**src/design/hkbd_pkg.sv**
```systemverilog
// ----------------------------------------------------------------------------
// hkbd_pkg - shared constants and types for the keyboard report differ
// Field widths of the boot-protocol report and the event beat.
// ----------------------------------------------------------------------------
package hkbd_pkg;

    localparam int CODE_W         = 8;
    localparam int MOD_COUNT      = 8;
    localparam int INPUT_SLOTS    = 6;
    localparam int REPORT_W       = CODE_W * (1 + INPUT_SLOTS);
    localparam logic [CODE_W-1:0] MOD_USAGE_BASE = 8'hE0;
    localparam logic [CODE_W-1:0] EMPTY_CODE     = 8'h00;

    typedef struct packed {
        logic [CODE_W-1:0] code;
        logic              press;
        logic              last;
    } event_t;

endpackage

```
**src/design/hkbd_front.sv**
```systemverilog
// ----------------------------------------------------------------------------
// hkbd_front - report intake and change classification
// Compares each report with the stored one, builds the event mask and
// pushes reports that cause events into the queue.
// ----------------------------------------------------------------------------
module hkbd_front #(
    parameter int KEY_SLOTS = 6
) (
    input  logic                          aclk,
    input  logic                          aresetn,
    input  logic                          s_tvalid,
    output logic                          s_tready,
    input  logic [hkbd_pkg::REPORT_W-1:0] s_tdata,
    output logic                          push_valid,
    input  logic                          push_ready,
    output logic [hkbd_pkg::MOD_COUNT + 2*KEY_SLOTS + hkbd_pkg::CODE_W*(1 + 2*KEY_SLOTS) - 1:0]
                                          push_data
);

    localparam int CW     = hkbd_pkg::CODE_W;
    localparam int MW     = hkbd_pkg::MOD_COUNT;
    localparam int MASK_W = MW + 2*KEY_SLOTS;

    logic [MW-1:0]           prev_mods_reg;
    logic [KEY_SLOTS*CW-1:0] prev_slots_reg;
    logic [MW-1:0]           new_mods;
    logic [KEY_SLOTS*CW-1:0] new_slots;
    logic [KEY_SLOTS-1:0]    rel_bits;
    logic [KEY_SLOTS-1:0]    prs_bits;
    logic [MASK_W-1:0]       mask;
    logic                    accept;

    assign new_mods = s_tdata[MW-1:0];

    // slots beyond the report read as empty
    for (genvar g = 0; g < KEY_SLOTS; g++) begin : g_slot
        if (g < hkbd_pkg::INPUT_SLOTS) begin : g_in
            assign new_slots[g*CW +: CW] = s_tdata[CW + g*CW +: CW];
        end else begin : g_pad
            assign new_slots[g*CW +: CW] = hkbd_pkg::EMPTY_CODE;
        end
    end

    always_comb begin
        logic in_new;
        logic in_prev;
        for (int j = 0; j < KEY_SLOTS; j++) begin
            in_new  = 1'b0;
            in_prev = 1'b0;
            for (int i = 0; i < KEY_SLOTS; i++) begin
                if (new_slots[i*CW +: CW] == prev_slots_reg[j*CW +: CW]) begin
                    in_new = 1'b1;
                end
                if (prev_slots_reg[i*CW +: CW] == new_slots[j*CW +: CW]) begin
                    in_prev = 1'b1;
                end
            end
            rel_bits[j] = (prev_slots_reg[j*CW +: CW] != hkbd_pkg::EMPTY_CODE) && !in_new;
            prs_bits[j] = (new_slots[j*CW +: CW] != hkbd_pkg::EMPTY_CODE) && !in_prev;
        end
    end

    assign mask       = {prs_bits, rel_bits, prev_mods_reg ^ new_mods};
    assign s_tready   = push_ready;
    assign accept     = s_tvalid && s_tready;
    // drop reports that change nothing
    assign push_valid = accept && (mask != '0);
    assign push_data  = {new_slots, prev_slots_reg, new_mods, mask};

    always_ff @(posedge aclk) begin
        if (!aresetn) begin
            prev_mods_reg  <= '0;
            prev_slots_reg <= '0;
        end else if (accept) begin
            prev_mods_reg  <= new_mods;
            prev_slots_reg <= new_slots;
        end
    end

endmodule

```
**src/design/hkbd_fifo.sv**
```systemverilog
// ----------------------------------------------------------------------------
// hkbd_fifo - two-entry queue between intake and event emission
// Lets the intake keep taking reports while events are still going out.
// ----------------------------------------------------------------------------
module hkbd_fifo #(
    parameter int WIDTH = 8
) (
    input  logic             aclk,
    input  logic             aresetn,
    input  logic             push_valid,
    output logic             push_ready,
    input  logic [WIDTH-1:0] push_data,
    output logic             pop_valid,
    input  logic             pop_ready,
    output logic [WIDTH-1:0] pop_data
);

    localparam int DEPTH = 2;

    logic [WIDTH-1:0]           mem_reg [DEPTH];
    logic                       wr_ptr_reg;
    logic                       rd_ptr_reg;
    logic [$clog2(DEPTH+1)-1:0] count_reg;
    logic                       do_push;
    logic                       do_pop;

    assign push_ready = (count_reg != DEPTH[$clog2(DEPTH+1)-1:0]);
    assign pop_valid  = (count_reg != '0);
    assign pop_data   = mem_reg[rd_ptr_reg];
    assign do_push    = push_valid && push_ready;
    assign do_pop     = pop_valid && pop_ready;

    always_ff @(posedge aclk) begin
        if (do_push) begin
            mem_reg[wr_ptr_reg] <= push_data;
        end
    end

    always_ff @(posedge aclk) begin
        if (!aresetn) begin
            wr_ptr_reg <= 1'b0;
            rd_ptr_reg <= 1'b0;
            count_reg  <= '0;
        end else begin
            if (do_push) begin
                wr_ptr_reg <= !wr_ptr_reg;
            end
            if (do_pop) begin
                rd_ptr_reg <= !rd_ptr_reg;
            end
            if (do_push && !do_pop) begin
                count_reg <= count_reg + 1'b1;
            end else if (do_pop && !do_push) begin
                count_reg <= count_reg - 1'b1;
            end
        end
    end

endmodule

```
**src/design/hkbd_back.sv**
```systemverilog
// ----------------------------------------------------------------------------
// hkbd_back - event emitter
// Walks the event mask of the current report, lowest bit first, and
// emits one event per cycle into the output register unless it is stalled.
// ----------------------------------------------------------------------------
module hkbd_back #(
    parameter int KEY_SLOTS = 6
) (
    input  logic                 aclk,
    input  logic                 aresetn,
    input  logic                 pop_valid,
    output logic                 pop_ready,
    input  logic [hkbd_pkg::MOD_COUNT + 2*KEY_SLOTS + hkbd_pkg::CODE_W*(1 + 2*KEY_SLOTS) - 1:0]
                                 pop_data,
    output logic                 m_tvalid,
    input  logic                 m_tready,
    output hkbd_pkg::event_t     m_event
);

    localparam int CW     = hkbd_pkg::CODE_W;
    localparam int MW     = hkbd_pkg::MOD_COUNT;
    localparam int MASK_W = MW + 2*KEY_SLOTS;

    logic [MASK_W-1:0]       cur_mask_reg;
    logic [MW-1:0]           cur_mods_reg;
    logic [KEY_SLOTS*CW-1:0] cur_prev_reg;
    logic [KEY_SLOTS*CW-1:0] cur_new_reg;
    logic                    m_tvalid_reg;
    hkbd_pkg::event_t        event_reg;

    logic [MASK_W-1:0] pick;
    logic [MASK_W-1:0] rest_mask;
    logic [CW-1:0]     pick_code;
    logic              pick_press;
    logic              busy;
    logic              out_en;
    logic              emit;
    logic              last;

    // lowest set bit wins: scan from the back of the order toward the front
    always_comb begin
        pick       = '0;
        pick_code  = hkbd_pkg::EMPTY_CODE;
        pick_press = 1'b0;
        for (int i = KEY_SLOTS - 1; i >= 0; i--) begin
            if (cur_mask_reg[MW + KEY_SLOTS + i]) begin
                pick       = '0;
                pick[MW + KEY_SLOTS + i] = 1'b1;
                pick_code  = cur_new_reg[i*CW +: CW];
                pick_press = 1'b1;
            end
        end
        for (int i = KEY_SLOTS - 1; i >= 0; i--) begin
            if (cur_mask_reg[MW + i]) begin
                pick       = '0;
                pick[MW + i] = 1'b1;
                pick_code  = cur_prev_reg[i*CW +: CW];
                pick_press = 1'b0;
            end
        end
        for (int i = MW - 1; i >= 0; i--) begin
            if (cur_mask_reg[i]) begin
                pick       = '0;
                pick[i]    = 1'b1;
                pick_code  = hkbd_pkg::MOD_USAGE_BASE | CW'(i);
                pick_press = cur_mods_reg[i];
            end
        end
    end

    assign rest_mask = cur_mask_reg & ~pick;
    assign busy      = (cur_mask_reg != '0);
    assign out_en    = !m_tvalid_reg || m_tready;
    assign emit      = busy && out_en;
    assign last      = (rest_mask == '0);
    // refill as the last event of the current report goes out
    assign pop_ready = !busy || (emit && last);

    always_ff @(posedge aclk) begin
        if (!aresetn) begin
            cur_mask_reg <= '0;
        end else if (pop_valid && pop_ready) begin
            cur_mask_reg <= pop_data[MASK_W-1:0];
        end else if (emit) begin
            cur_mask_reg <= rest_mask;
        end
    end

    always_ff @(posedge aclk) begin
        if (pop_valid && pop_ready) begin
            {cur_new_reg, cur_prev_reg, cur_mods_reg} <= pop_data[$bits(pop_data)-1:MASK_W];
        end
    end

    always_ff @(posedge aclk) begin
        if (!aresetn) begin
            m_tvalid_reg <= 1'b0;
        end else if (out_en) begin
            m_tvalid_reg <= busy;
        end
    end

    always_ff @(posedge aclk) begin
        if (emit) begin
            event_reg.code  <= pick_code;
            event_reg.press <= pick_press;
            event_reg.last  <= last;
        end
    end

    assign m_tvalid = m_tvalid_reg;
    assign m_event  = event_reg;

endmodule

```
**src/design/hid_keyboard_report_to_key_events.sv**
```systemverilog
// ----------------------------------------------------------------------------
// hid_keyboard_report_to_key_events - boot keyboard report to key events
// Turns each report into press/release events against the previous report.
// ----------------------------------------------------------------------------
// A report is taken in one beat and compared at once with the stored report;
// the stored report is replaced on every accepted beat. Reports that cause
// events wait in a two-report queue; the emitter sends one event per cycle
// while m_tready allows; a report with N events (N up to 8 + 2*KEY_SLOTS,
// 20 by default) gives N event beats, and a report with no change is not
// queued. The input side keeps taking one report per cycle as long as
// the queue has room; the output is registered and moves one beat per cycle
// while m_tready is high. Events come out as modifiers 0xE0..0xE7 first, then
// releases in slot order, then presses in slot order, with tlast on the last.
module hid_keyboard_report_to_key_events #(
    parameter int KEY_SLOTS = 6
) (
    input  logic        aclk,
    input  logic        aresetn,
    input  logic        s_tvalid,
    output logic        s_tready,
    // modifier_bits, slot0_code .. slot5_code (8 bits each, from bit 0 up)
    input  logic [55:0] s_tdata,
    output logic        m_tvalid,
    input  logic        m_tready,
    // event_code
    output logic [7:0]  m_tdata,
    // is_press
    output logic        m_tuser,
    output logic        m_tlast
);

    localparam int ENTRY_W = hkbd_pkg::MOD_COUNT + 2*KEY_SLOTS
                           + hkbd_pkg::CODE_W*(1 + 2*KEY_SLOTS);

    logic               push_valid;
    logic               push_ready;
    logic [ENTRY_W-1:0] push_data;
    logic               pop_valid;
    logic               pop_ready;
    logic [ENTRY_W-1:0] pop_data;
    hkbd_pkg::event_t   m_event;

    hkbd_front #(.KEY_SLOTS(KEY_SLOTS)) u_front (
        .aclk       (aclk),
        .aresetn    (aresetn),
        .s_tvalid   (s_tvalid),
        .s_tready   (s_tready),
        .s_tdata    (s_tdata),
        .push_valid (push_valid),
        .push_ready (push_ready),
        .push_data  (push_data)
    );

    hkbd_fifo #(.WIDTH(ENTRY_W)) u_fifo (
        .aclk       (aclk),
        .aresetn    (aresetn),
        .push_valid (push_valid),
        .push_ready (push_ready),
        .push_data  (push_data),
        .pop_valid  (pop_valid),
        .pop_ready  (pop_ready),
        .pop_data   (pop_data)
    );

    hkbd_back #(.KEY_SLOTS(KEY_SLOTS)) u_back (
        .aclk      (aclk),
        .aresetn   (aresetn),
        .pop_valid (pop_valid),
        .pop_ready (pop_ready),
        .pop_data  (pop_data),
        .m_tvalid  (m_tvalid),
        .m_tready  (m_tready),
        .m_event   (m_event)
    );

    assign m_tdata = m_event.code;
    assign m_tuser = m_event.press;
    assign m_tlast = m_event.last;

endmodule

```
**config.mk**
```make
export PLATFORM = sky130hd
export DESIGN_NAME = hid_keyboard_report_to_key_events
export DESIGN_NICKNAME = d
export VERILOG_FILES = /design/src/design/hkbd_pkg.sv /design/src/design/hkbd_front.sv /design/src/design/hkbd_fifo.sv /design/src/design/hkbd_back.sv /design/src/design/hid_keyboard_report_to_key_events.sv
export SDC_FILE = /design/constraint.sdc
export NUM_CORES = 1
export LEC_CHECK = 0
export BUFFER_PORTS_ARGS = -buffer_cell sky130_fd_sc_hd__buf_2
export CORE_ASPECT_RATIO = 0.8
export CORE_MARGIN = 2
export CORE_UTILIZATION = 45
export DETAILED_ROUTE_END_ITERATION = 10
export GPL_TIMING_DRIVEN = 0
export HOLD_SLACK_MARGIN = 0.05
export PLACE_DENSITY = 0.59
export SLEW_MARGIN = 5
export SYNTH_ARGS = -nofsm -noshare
export SYNTH_HDL_FRONTEND = slang
export SYNTH_SLANG_ARGS = --single-unit
```
**constraint.sdc**
```tcl
create_clock -name aclk -period 14.9 [get_ports aclk]
set_clock_uncertainty 0.05 [all_clocks]
set_input_delay 2.235 -clock aclk [delete_from_list [all_inputs] [get_ports aclk]]
set_output_delay 2.235 -clock aclk [all_outputs]
set_load 0.01 [all_outputs]
```
==> flow_summary.toml <==
[power_and_ir_drop]
powerDensity_nw_per_um2 = 205
total_power_mw = 4.84
max-vdd-ir-drop_uv = 323
leakage_nw = 8.27

[clocking]
cts_tree = "done"
numCtsBuffers = 45
postCtsResizedCells = 0
cts.path.max_buffers = 3
cts_root_buf = "clkbuf_16"
postCtsHoldBufs = 0
htree_levels = 2
clk-insertion-delay-late_ps = 560
path_clk_slew_ps = 60
postCtsSetupRepairBufs = 0
clock_sinks = 444

[drt]
firstDrtPassIters = 6
drt-initial-drc-count = 1580
vias = 13846
wl_per_cell_um = 24.6
drtAntennaViolNets = 0
remaining_drc_errors = 0
drt-total-wl_um = 60100
via_per_inst = 5.66

[sta]
min_period_ps = 6050
slew_viol_final = 0
fin_setup_tns_ps = 0
post-route-period-util_pct = 40.6
rsz0062_at_grt = "no"
max_slew_margin_pct = 20.1
final_hold_viol_count = 0
setup_viol = 0
max_clock_freq_ghz = 0.165
tightest_slew_ps = 1200

[global_route]
grt_pass1_vias = 13483
gr-total-overflow = 0
grt_max_degree = 114
antenna_found_initial = 0
grt_pass1_wl_um = 88500
track_usage_pct = 25.1

[layout]
multi_input_area_sq_um = 7590
drive_gt1_share_pct = 15.6
insertedDiodeCount = 0
nets = 1861
largest_reg_flops = 248
ff_latch_area_sq_um = 12500
fillCellCount = 3947
syn_to_final_growth_pct = 13.5
fin_cells = 2448
final_core_util_pct = 51.7

[synth]
yosysTopAreaCell = "edfxtp_1"
synth_top_flop_cell = "edfxtp_1"
synth_seq_cells = 444
synthArstFlopShare_pct = 0
ys_seq_area_share_pct = 60.2
syn_area_sq_um = 20800
synthCells = 1675
synth_edf_count = 362
ys_top_cells_by_area = "edfxtp_1 52%, xor2_1 8.8%, dfxtp_1 7.9%, mux2_2 6.7%, xnor2_1 3.7%"
yosys_warnings = 0
syn_nets = 1736
synth_area_per_cell_sq_um = 12.4
synth_top_area_share_pct = 52.3
yosysUniqueCellTypes = 57
synthMostInstantiatedCell = "edfxtp_1"
yosys-top-cells-count = "362 x edfxtp_1, 210 x xor2_1, 192 x nand2_1, 130 x clkbuf_1, 123 x mux2_2"

[critical_path]
cp.arrival_ps = 6230
r2r_cells = 13
r2r_end = "u_fifo.count_reg[1]"
cp.required_ps = 15080
worstSetupEndpointType = "flop"
crit_path_max_fanout = 47
worst_setup_path_start_kind = "primary input"
r2r-start = "u_back.cur_mask_reg[11]"
worstSetupPathType = "in -> reg"
cp-startpoint = "s_tdata[32]"
r2r_slack_ps = 9580

[run]
drv_cap = 0

[placed_design]
dp_hpwl_um = 43400
dp_cells = 2365
gp_congestion = 0.919
portBuffers = 71

[floorplanning]
dieHeight_um = 196
die_w_um = 244
num_rows = 70
start_util_pct = 45.6
core_sq_um = 45600
ios = 72
dieArea_sq_um = 48000

[worst_hold_path]
min_from = "u_front.prev_slots_reg[7]"
hold_path_class = "reg -> reg"
min_to = "u_fifo.mem_reg[0][35]"
min_delay_path_depth = 0

[run_status]
status = "finished, final reports clean"
## worst max-delay path: stages
cell,delay [ps]
buf_2,100
clkbuf_1,600
xor2_1,210
nor4_1,80
nand2_1,130
nand4_1,110
nor3_1,840
nor3_1,190
a41oi_1,420
and2_4,650
buf_16,290
buf_16,290
## placed cells by master (no fill, tap or decap), types with 5 or more instances in the layout
cell type	netlist	layout
a21oi_1	33	33
o31ai_1	13	13
edfxtp_1	362	362
clkbuf_8	0	8
clkinv_2	0	5
nand2_1	192	192
nor2b_1	21	20
a21boi_1	15	15
a21boi_0	59	59
nor3_1	24	24
inv_1	17	17
xnor2_1	89	89
buf_2	3	74
clkbuf_16	0	48
dfxtp_1	82	82
nor2_1	41	41
o311ai_0	5	5
nor4_1	82	82
xor2_1	210	210
mux2_2	123	123
buf_1	24	24
a211oi_1	6	6
a22oi_1	6	6
a2111oi_0	6	6
o21ai_0	17	17
clkbuf_1	130	143
a221oi_1	13	13
nand4_1	33	33
## per-stage QoR
stage / worst slack, ps / hold slack, ps / cell area, sq um
global placement: 9.90 / 379 / 21900
detailed placement: 8410 / 385 / 22100
floorplan: 5140 / 374 / 20800
CTS: 8990 / 399 / 23600
global route: 8750 / 409 / 23600
finish: 8850 / 401 / 23600
## cell type report
cell class                 count  share of cell area (%)
timing repair buffer          78                    2.23
sequential                   444                    53.0
tap                          612                    3.24
clock buffer                  69                    5.76
buffer                       161                    2.69
clock inverter                14                   0.641
multi-input combinational   1053                    32.2
inverter                      17                   0.270
## kinds of logic after synthesis
group,count (synthesis),synth area share [%]
AO/OA/AOI/OAI,204,7.14
XOR/XNOR,299,12.6
adder cells (fa/ha/maj),2,0.114
buffers and inverters,178,3.36
flip-flops,444,60.2
multiplexers,125,6.76
AND/OR/NAND/NOR,423,9.87
## worst max path at each step
stage	to	cells past startpoint
finish	u_fifo.mem_reg[1][67]	12
global route	u_fifo.mem_reg[1][74]	12
CTS	u_fifo.mem_reg[1][60]	12
detailed placement	u_fifo.mem_reg[1][59]	12
global placement	u_fifo.mem_reg[0][66]	10
floorplan	u_fifo.mem_reg[0][0]	9
## power breakdown
part	switching (mW)	leakage [nW]	internal, mW
Sequential	0.146	4.05	1.89
Clock	0.465	0.740	0.681
Combinational	1.13	3.48	0.530
Total	1.74	8.27	3.10
## metal layers
layer,global-route usage [%],part of all wire (%)
met1,36.9,45
met2,38.2,44
met3,4.08,7.7
met4,7.16,2.9
met5,0,0
Note: power is estimated with default switching activity, not from simulation.
